<file path="src/rtl/core/bctp_pkg.sv">
package bctp_pkg;

	localparam int MAX_OUT_LEVELS_DEF = 32;
	localparam int MAX_IN_LEVELS_DEF  = 32;
	localparam int ROW_CAP            = 32;
	localparam int LVL_W              = 6;
	localparam int IDX_W              = 5;
	localparam int ELEM_W             = 16;
	localparam int PART_W             = 48;
	localparam int OUT_W              = 64;
	localparam int ACC_W              = 72;

	localparam logic [1:0] FUNC_WR_REG = 2'd0;
	localparam logic [1:0] FUNC_WR_COV = 2'd1;
	localparam logic [1:0] FUNC_COMPUTE = 2'd2;
	localparam logic [1:0] FUNC_RSVD   = 2'd3;

	localparam logic CFG_OUT_LEVELS = 1'b0;
	localparam logic CFG_IN_LEVELS  = 1'b1;

	typedef struct packed {
		logic [1:0]               func;
		logic [IDX_W-1:0]         row_index;
		logic [IDX_W-1:0]         col_index;
		logic signed [ELEM_W-1:0] elem_value;
	} in_beat_t;

	typedef struct packed {
		logic [IDX_W-1:0]        out_col;
		logic signed [OUT_W-1:0] out_value;
		logic                    last_in_row;
	} out_beat_t;

	typedef enum logic [2:0] {
		ST_IDLE,
		ST_P1,
		ST_P1_END,
		ST_P2,
		ST_P2_END,
		ST_EMIT
	} state_t;

	// controller to datapath
	typedef struct packed {
		logic clr_acc;
		logic mac1;
		logic mac2;
		logic store_part;
	} cmd_t;

endpackage

</file>
<file path="src/rtl/core/bctp_ctrl.sv">
module bctp_ctrl #(
	parameter int MAX_OUT_LEVELS = bctp_pkg::MAX_OUT_LEVELS_DEF,
	parameter int MAX_IN_LEVELS  = bctp_pkg::MAX_IN_LEVELS_DEF,
	localparam int OW = (MAX_OUT_LEVELS > 1) ? $clog2(MAX_OUT_LEVELS) : 1,
	localparam int IW = (MAX_IN_LEVELS > 1) ? $clog2(MAX_IN_LEVELS) : 1
) (
	input  logic                 clk,
	input  logic                 arst_n,
	input  logic                 start,
	input  logic [bctp_pkg::IDX_W-1:0] start_row,
	input  logic [bctp_pkg::LVL_W:0]   nout,
	input  logic [bctp_pkg::LVL_W:0]   nin,
	input  logic                 out_stall,
	output logic                 busy,
	output logic                 out_valid,
	output logic                 out_last,
	output logic [OW-1:0]        row_q,
	output logic [OW-1:0]        k_q,
	output logic [IW-1:0]        a_q,
	output logic [IW-1:0]        b_q,
	output bctp_pkg::cmd_t       cmd
);
	bctp_pkg::state_t st_q, st_d;
	logic [1:0] drain_q;
	logic a_last, b_last, k_last;

	assign a_last = ((bctp_pkg::LVL_W+1)'(a_q) == nin - 7'd1);
	assign b_last = ((bctp_pkg::LVL_W+1)'(b_q) == nin - 7'd1);
	assign k_last = ((bctp_pkg::LVL_W+1)'(k_q) == nout - 7'd1);

	// next state
	always_comb begin
		st_d = st_q;
		case (st_q)
			bctp_pkg::ST_IDLE:   if (start) st_d = bctp_pkg::ST_P1;
			bctp_pkg::ST_P1:     if (a_last) st_d = bctp_pkg::ST_P1_END;
			bctp_pkg::ST_P1_END: if (drain_q == 2'd3)
				st_d = b_last ? bctp_pkg::ST_P2 : bctp_pkg::ST_P1;
			bctp_pkg::ST_P2:     if (b_last) st_d = bctp_pkg::ST_P2_END;
			bctp_pkg::ST_P2_END: if (drain_q == 2'd3) st_d = bctp_pkg::ST_EMIT;
			bctp_pkg::ST_EMIT:   if (!out_stall)
				st_d = k_last ? bctp_pkg::ST_IDLE : bctp_pkg::ST_P2;
			default: st_d = bctp_pkg::ST_IDLE;
		endcase
	end

	// outputs
	always_comb begin
		cmd = '0;
		busy = (st_q != bctp_pkg::ST_IDLE);
		out_valid = (st_q == bctp_pkg::ST_EMIT);
		out_last = k_last;
		case (st_q)
			bctp_pkg::ST_IDLE: cmd.clr_acc = 1'b1;
			bctp_pkg::ST_P1:   cmd.mac1 = 1'b1;
			bctp_pkg::ST_P1_END: begin
				// store the finished column sum and start the next one from zero
				cmd.store_part = (drain_q == 2'd3);
				cmd.clr_acc = (drain_q == 2'd3);
			end
			bctp_pkg::ST_P2:   cmd.mac2 = 1'b1;
			bctp_pkg::ST_P2_END: ;
			bctp_pkg::ST_EMIT: cmd.clr_acc = !out_stall;
			default: ;
		endcase
	end

	// state and counters
	always_ff @(posedge clk or negedge arst_n) begin
		if (!arst_n) begin
			st_q <= bctp_pkg::ST_IDLE;
			drain_q <= '0;
			row_q <= '0; k_q <= '0; a_q <= '0; b_q <= '0;
		end else begin
			st_q <= st_d;
			case (st_q)
				bctp_pkg::ST_IDLE: if (start) begin
					row_q <= start_row[OW-1:0];
					a_q <= '0; b_q <= '0; k_q <= '0; drain_q <= '0;
				end
				bctp_pkg::ST_P1: begin
					drain_q <= '0;
					if (!a_last) a_q <= a_q + 1'b1;
				end
				bctp_pkg::ST_P1_END: begin
					drain_q <= drain_q + 1'b1;
					if (drain_q == 2'd3) begin
						a_q <= '0;
						if (!b_last) b_q <= b_q + 1'b1;
						else b_q <= '0;
					end
				end
				bctp_pkg::ST_P2: begin
					drain_q <= '0;
					if (!b_last) b_q <= b_q + 1'b1;
				end
				bctp_pkg::ST_P2_END: drain_q <= drain_q + 1'b1;
				bctp_pkg::ST_EMIT: if (!out_stall) begin
					b_q <= '0;
					k_q <= k_q + 1'b1;
				end
				default: ;
			endcase
		end
	end

`ifndef NO_ASSERTIONS
	a_emit_prev: assert property (@(posedge clk) disable iff (!arst_n)
		(st_q == bctp_pkg::ST_EMIT) |-> ($past(st_q) == bctp_pkg::ST_P2_END
		|| $past(st_q) == bctp_pkg::ST_EMIT)) else $error("emit entered badly");
	a_no_mac_emit: assert property (@(posedge clk) disable iff (!arst_n)
		out_valid |-> !(cmd.mac1 || cmd.mac2)) else $error("mac during emit");
	a_hold: assert property (@(posedge clk) disable iff (!arst_n)
		(out_valid && out_stall) |=> (out_valid && $stable(k_q))) else $error("emit dropped");
`endif
endmodule
</file>
<file path="config.mk">
export PLATFORM = sky130hd
export DESIGN_NAME = bctp_ctrl
export DESIGN_NICKNAME = d
export VERILOG_FILES = /design/src/rtl/core/bctp_pkg.sv /design/src/rtl/core/bctp_ctrl.sv
export SDC_FILE = /design/constraint.sdc
export NUM_CORES = 1
export LEC_CHECK = 0
export ABC_AREA = 1
export BUFFER_PORTS_ARGS = -buffer_cell sky130_fd_sc_hd__clkbuf_2
export CORE_ASPECT_RATIO = 0.5
export CORE_MARGIN = 2
export CORE_UTILIZATION = 30
export CTS_CLUSTER_DIAMETER = 200
export DETAILED_ROUTE_END_ITERATION = 10
export PLACE_DENSITY = 0.61
export SLEW_MARGIN = 10
export SYNTH_ARGS = -nofsm -noshare
export SYNTH_HDL_FRONTEND = slang
export SYNTH_SLANG_ARGS = --single-unit
</file>
<file path="constraint.sdc">
create_clock -name clk -period 4.4 [get_ports clk]
set_input_delay 0.44 -clock clk [delete_from_list [all_inputs] [get_ports clk]]
set_output_delay 0.44 -clock clk [all_outputs]
set_load 0.03 [all_outputs]
</file>
After elaboration in Yosys (flattened, before gate mapping) --
Index checks and enable logic that the tools add are counted.
Word-level totals: bits in latches 0, input bits 23, memory bits (read-only) 0, flip-flop bits (word level) 25, memories kept 0, RAM bits 0
Cells by class: equality and inequality tests 17, multiply operators 0, add/sub/neg operators 6, divide/modulo/power cells 0, multiplexer cells 26, shifts and indexed selects 0, reduce and logical (&&, ||, !) cells 15, magnitude comparators 0, bitwise operators 0
Operators by type and width (count):
- $mux W5 | 8
- $eq A5 B7 Y1 | 3
- $pmux W5 S4 | 1
- $mux W3 | 6
- $pmux W3 S6 | 1
- $ne A2 B2 Y1 const B | 8
- $add A5 B1 Y5 const B | 3
- $pmux W5 S3 | 1
- $sub A7 B1 Y7 const B | 2
- $pmux W5 S2 | 1
- $reduce_bool A3 Y1 | 3
- $eq A3 B2 Y1 const B | 2
- $eq A3 B3 Y1 const B | 2
- $mux W2 | 3
- $pmux W2 S3 | 1
- $reduce_and A6 Y1 | 1
- $reduce_and A5 Y1 | 1
- $reduce_and A2 Y1 | 2
- $reduce_and A4 Y1 | 1
- $reduce_bool A4 Y1 | 1
- $reduce_or A2 Y1 | 2
- $eq A3 B1 Y1 const B | 1
- $logic_not A3 Y1 | 1
- $mux W1 | 3
- 6 further kinds | 6

Logic depth before layout (Yosys ltp) --
depth after elaboration 5, mapped depth 15

Worst setup path before layout --
Ideal clock, no wire load.
path kind register to output, start reg st_q[2], end out cmd[3] in the netlist's numbering, path buffers 0, slack 2.407 ns, arrival 1.553 ns, stages on the path, launching flop included 6, path through dfrtp_1 nor2_4 nand2_4 nor2_1 inv_1 nand3_1
RTL lines:
- from (decl) | line bctp_ctrl.sv:23 | bctp_pkg::state_t st_q, st_d;
- from (signal assigned) | line bctp_ctrl.sv:71 | st_q <= bctp_pkg::ST_IDLE;
- from (signal assigned) | line bctp_ctrl.sv:75 | st_q <= st_d;
- to (decl) | line bctp_ctrl.sv:21 | output bctp_pkg::cmd_t cmd

Worst setup path in the final report --
start in nout[0] in the netlist's numbering, end out out_last
Between the ends: longest elaborated chain between the ends 2
RTL lines:
- from (decl) | line bctp_ctrl.sv:11 | input logic [bctp_pkg::LVL_W:0] nout,
- $sub A7 B1 Y7 | line bctp_ctrl.sv:29 | assign k_last = ((bctp_pkg::LVL_W+1)'(k_q) == nout - 7'd1);
- $eq A5 B7 Y1 | line bctp_ctrl.sv:29
- to (decl) | line bctp_ctrl.sv:16 | output logic out_last,
Every way passes these cells.

==> report_table.html <==
<table>
<tr><th>Metric</th><th>Value</th></tr>
<tr><th colspan="2">GRT</th></tr>
<tr><td>First-pass GRT wire length</td><td>about 8600 um</td></tr>
<tr><td>Via count of the first global-routing pass</td><td>1955</td></tr>
<tr><td>Remaining global-route overflow</td><td>0</td></tr>
<tr><td>Initial antenna violation count</td><td>0</td></tr>
<tr><td>Pin count of the biggest net entering global routing</td><td>26</td></tr>
<tr><td>Total global-route track usage</td><td>between 10% and 20%</td></tr>
<tr><th colspan="2">Logic synthesis</th></tr>
<tr><td>Adder-cell share of the synthesized area</td><td>3.578%</td></tr>
<tr><td>Unique cell type count in the Yosys netlist</td><td>30</td></tr>
<tr><td>Largest family of logic cells by synthesized area</td><td>simple AND/OR/NAND/NOR gates</td></tr>
<tr><td>Synthesized cell area</td><td>about 2100 um2</td></tr>
<tr><td>FF+latch count, synth</td><td>25</td></tr>
<tr><td>Parity-gate share of the synthesized area counting xor and xnor cells</td><td>around 3%</td></tr>
<tr><td>Leading post-synthesis cells by instance count</td><td>sky130_fd_sc_hd__nand2_1, sky130_fd_sc_hd__inv_1, sky130_fd_sc_hd__nand3_1</td></tr>
<tr><td>Main synth FF type</td><td>sky130_fd_sc_hd__dfrtp_1</td></tr>
<tr><td>Cell count after synthesis</td><td>326</td></tr>
<tr><td>Yosys top cell by area</td><td>sky130_fd_sc_hd__dfrtp_1</td></tr>
<tr><td>Multiplexer area fraction after synthesis</td><td>0%</td></tr>
<tr><td>Fraction of registers with async set/reset</td><td>100.0%</td></tr>
<tr><td>Net count after synthesis</td><td>between 300 and 400</td></tr>
<tr><td>Synth Area in Compound Gates</td><td>5.725%</td></tr>
<tr><td>Count of flip-flops with a built-in enable after synthesis</td><td>0</td></tr>
<tr><td>Mean post-synth cell area</td><td>6.436 um2</td></tr>
<tr><td>Area share of the largest cell type after synthesis</td><td>29.82%</td></tr>
<tr><td>Ranking of synthesized cells by area</td><td>sky130_fd_sc_hd__dfrtp_1, sky130_fd_sc_hd__nand2_1, sky130_fd_sc_hd__nand3_1</td></tr>
<tr><td>Post-synthesis sequential area ratio</td><td>slightly below 30%</td></tr>
<tr><td>Count of warnings emitted by yosys</td><td>0</td></tr>
<tr><td>Most frequent cell after synthesis</td><td>sky130_fd_sc_hd__nand2_1</td></tr>
<tr><td>Basic-gate share of the synthesized area counting and, or, nand and nor cells</td><td>48.72%</td></tr>
<tr><th colspan="2">CTS</th></tr>
<tr><td>TritonCTS clock tree</td><td>yes</td></tr>
<tr><td>Clk pin slew, worst setup/hold paths</td><td>approximately 0.06 ns</td></tr>
<tr><td>Hold-fix buffers, CTS</td><td>0</td></tr>
<tr><td>Worst skew pair latency</td><td>0.26 ns</td></tr>
<tr><td># clock sinks</td><td>25</td></tr>
<tr><td>Number of gates resized after CTS</td><td>0</td></tr>
<tr><td>H-tree levels</td><td>1</td></tr>
<tr><td>Clock root buffer master</td><td>sky130_fd_sc_hd__clkbuf_16</td></tr>
<tr><td>Buffer depth of the longest clock path</td><td>2</td></tr>
<tr><td>Post-CTS Setup Bufs</td><td>0</td></tr>
<tr><td>Number of clock buffers inserted by TritonCTS</td><td>3</td></tr>
<tr><th colspan="2">Setup path</th></tr>
<tr><td>Endpoint required time on the critical path</td><td>~4.0 ns</td></tr>
<tr><td>Start-to-end type of the worst setup path</td><td>in -&gt; out</td></tr>
<tr><td>Worst R2R Path Depth</td><td>10</td></tr>
<tr><td>Kind of start point of the critical path</td><td>input port</td></tr>
<tr><td>Reg2reg end</td><td>a_q[2]</td></tr>
<tr><td>Slack of the worst reg-to-reg path</td><td>2.67 ns</td></tr>
<tr><td>Data arrival time at the worst-slack endpoint</td><td>1.75 ns</td></tr>
<tr><td>Maximum fanout encountered on the critical timing path</td><td>7</td></tr>
<tr><td>Startpoint of the most critical register-to-register path</td><td>st_q[1]</td></tr>
<tr><td>CP endpoint kind</td><td>output port</td></tr>
<tr><th colspan="2">Power</th></tr>
<tr><td>Power density over the cells</td><td>around 530 nW/um2</td></tr>
<tr><td>P_leak</td><td>1.473 nW</td></tr>
<tr><td>IR drop worst, VDD</td><td>0.0001929 V</td></tr>
<tr><th colspan="2">Timing</th></tr>
<tr><td>Worst slew margin</td><td>roughly 58%</td></tr>
<tr><td>Measured slew at the worst slew-check pin</td><td>0.6371 ns</td></tr>
<tr><td>Final period util</td><td>around half</td></tr>
<tr><td>Post-route clock skew</td><td>roughly 0.0047 ns</td></tr>
<tr><td>Total Neg Setup Slack</td><td>0 ns</td></tr>
<tr><td>Setup repair after global routing missed its margin</td><td>no</td></tr>
<tr><td>Fmax</td><td>~460 MHz</td></tr>
<tr><td>Final Hold Vio Count</td><td>0</td></tr>
<tr><td>Final number of setup-violating endpoints</td><td>0</td></tr>
<tr><td>Fin crit period</td><td>between 2 and 2.5 ns</td></tr>
<tr><td>Total count of max-transition violations in the final report</td><td>0</td></tr>
<tr><th colspan="2">Routing</th></tr>
<tr><td>First-pass iteration count of the detailed router</td><td>4</td></tr>
<tr><td>Antenna violation net count after detailed routing</td><td>0</td></tr>
<tr><td>DRT iter0 DRCs</td><td>around 110</td></tr>
<tr><td>Ratio of routed vias to standard cells</td><td>4.446</td></tr>
<tr><td>Remaining DRCs</td><td>0</td></tr>
<tr><td>Total detailed-routing wirelength</td><td>slightly below 5000 um</td></tr>
<tr><td>Via count</td><td>around 2100</td></tr>
<tr><td>Routed wire per std cell</td><td>between 10 and 15 um</td></tr>
<tr><th colspan="2">Floorplanning</th></tr>
<tr><td>Core Area</td><td>a little under 7000 um2</td></tr>
<tr><td>Floorplan die width</td><td>122.3 um</td></tr>
<tr><td>Top-level port count</td><td>50</td></tr>
<tr><td>Die area</td><td>7720 um2</td></tr>
<tr><td>Count of standard-cell rows</td><td>21</td></tr>
<tr><td>DIE HEIGHT</td><td>between 60 and 70 um</td></tr>
<tr><td>Initial standard-cell utilization of the core</td><td>a little under a third</td></tr>
<tr><th colspan="2">Worst hold path</th></tr>
<tr><td>Worst min path class</td><td>in -&gt; async</td></tr>
<tr><th colspan="2">Finish</th></tr>
<tr><td>Multi-input gate area in the final layout</td><td>approximately 1300 um2</td></tr>
<tr><td>Share of final-layout standard cells stronger than drive strength 1</td><td>between 20% and 30%</td></tr>
<tr><td>Net count, final</td><td>slightly above 400</td></tr>
<tr><td>Area added between synthesis and finish</td><td>20.93%</td></tr>
<tr><td>Number of antenna repair diodes</td><td>0</td></tr>
<tr><td>Sequential cell area in the final layout</td><td>625.6 um2</td></tr>
<tr><td>Layout filler cell count</td><td>~730</td></tr>
<tr><td>Post-route cell area</td><td>~2500 um2</td></tr>
<tr><th colspan="2">Placed design</th></tr>
<tr><td>Dpl hpwl</td><td>3958 um</td></tr>
<tr><td>Routability congestion estimate from global placement</td><td>around 0.86</td></tr>
<tr><td>Number of input and output port buffers inserted</td><td>49</td></tr>
<tr><td>Placed cell areas</td><td>~2500 um2</td></tr>
<tr><th colspan="2">Run status</th></tr>
<tr><td>Run status</td><td>finished clean</td></tr>
<tr><th colspan="2">Run</th></tr>
<tr><td>Number of max-cap violations</td><td>0</td></tr>
</table>
## how the worst max path moves through the flow
stage | startpoint | endpoint | cells after the start
3_3_place_gp | nout[0] | out_last | 12
6_report | nout[0] | out_last | 12
3_5_place_dp | nout[0] | out_last | 12
2_1_floorplan | st_q[2] | cmd[3] | 5
4_1_cts | nout[0] | out_last | 12
5_1_grt | nout[0] | out_last | 12
## sequential cells by signal (all words and copies together), names as in the netlist
| register | count |
|---|---|
| a_q | 5 |
| b_q | 5 |
| drain_q | 2 |
| k_q | 5 |
| row_q | 5 |
| st_q | 3 |
## layer usage
metal	share of wire, %	GRT usage (%)	wire [um]	up-vias
met1	53	18.96	2538	938
met5	0	0	0	-
met2	43	21.88	2097	23
met3	3.4	2.264	166	2
li1	-	-	-	1131
met4	0.56	2.155	27	0
## cell type report
class	count	share of cell area, %
repair buffers	49	9.665
flip-flops and latches	25	24.65
clock buffers	4	3.107
inverters	51	7.643
well taps	92	4.536
multi-input cells	250	50.39
## kinds of logic (layout without fill, tap and decap cells)
| family | count (synthesis) | count (layout) |
|---|---|---|
| AO/OA/AOI/OAI | 20 | 20 |
| XOR/XNOR | 7 | 7 |
| flip-flops | 25 | 25 |
| buffers and inverters | 51 | 104 |
| AND/OR/NAND/NOR | 217 | 217 |
| adder cells (fa/ha/maj) | 6 | 6 |
## worst max-delay path, stage by stage
cell and delay, ns:
sky130_fd_sc_hd__clkbuf_2 0.09, sky130_fd_sc_hd__inv_1 0.14, sky130_fd_sc_hd__ha_1 0.30, sky130_fd_sc_hd__inv_1 0.06, sky130_fd_sc_hd__nand2_1 0.08, sky130_fd_sc_hd__nand2_1 0.06
sky130_fd_sc_hd__nand2_1 0.05, sky130_fd_sc_hd__nand3_1 0.07, sky130_fd_sc_hd__nor2_1 0.09, sky130_fd_sc_hd__nand3_1 0.12, sky130_fd_sc_hd__inv_1 0.07, sky130_fd_sc_hd__clkbuf_2 0.19
## stage by stage
stage	power [mW]	std cells	setup WS, ns	hold WS [ns]	util [%]
finish	1.339	471	2.208	0.1896	37.72
CTS	1.358	471	2.192	0.2167	37.72
global route	1.466	471	1.987	0.2493	37.72
floorplan	0.9505	326	2.407	0.1444	-
global placement	1.150	467	2.172	0.4624	36.55
detailed placement	1.156	467	2.197	0.4704	36.55
## power breakdown
part	internal (mW)	switching, mW	total (mW)
Sequential	0.293	0.0858	0.379
Clock	0.124	0.0758	0.199
Combinational	0.237	0.524	0.760
Total	0.654	0.685	1.34
## layout by cell type (no fill, tap or decap), types with 2 or more instances in the layout
| master | count |
|---|---|
| sky130_fd_sc_hd__nand2_1 | 117 |
| sky130_fd_sc_hd__clkbuf_2 | 49 |
| sky130_fd_sc_hd__inv_1 | 48 |
| sky130_fd_sc_hd__nand3_1 | 38 |
| sky130_fd_sc_hd__nor2_1 | 25 |
| sky130_fd_sc_hd__dfrtp_1 | 25 |
| sky130_fd_sc_hd__nand2_2 | 7 |
| sky130_fd_sc_hd__o21ai_0 | 7 |
| sky130_fd_sc_hd__nor2_2 | 6 |
| sky130_fd_sc_hd__a21oi_1 | 6 |
| sky130_fd_sc_hd__xor2_1 | 6 |
| sky130_fd_sc_hd__ha_1 | 6 |
| sky130_fd_sc_hd__nand2_4 | 5 |
| sky130_fd_sc_hd__nand3b_1 | 4 |
| sky130_fd_sc_hd__nand4_1 | 3 |
| sky130_fd_sc_hd__o21ai_1 | 3 |
| sky130_fd_sc_hd__nand3_2 | 3 |
| sky130_fd_sc_hd__clkbuf_16 | 3 |
| sky130_fd_sc_hd__inv_2 | 2 |
| sky130_fd_sc_hd__nor2_4 | 2 |
| sky130_fd_sc_hd__or2_2 | 2 |
Note: power is estimated with default switching activity, not from simulation.
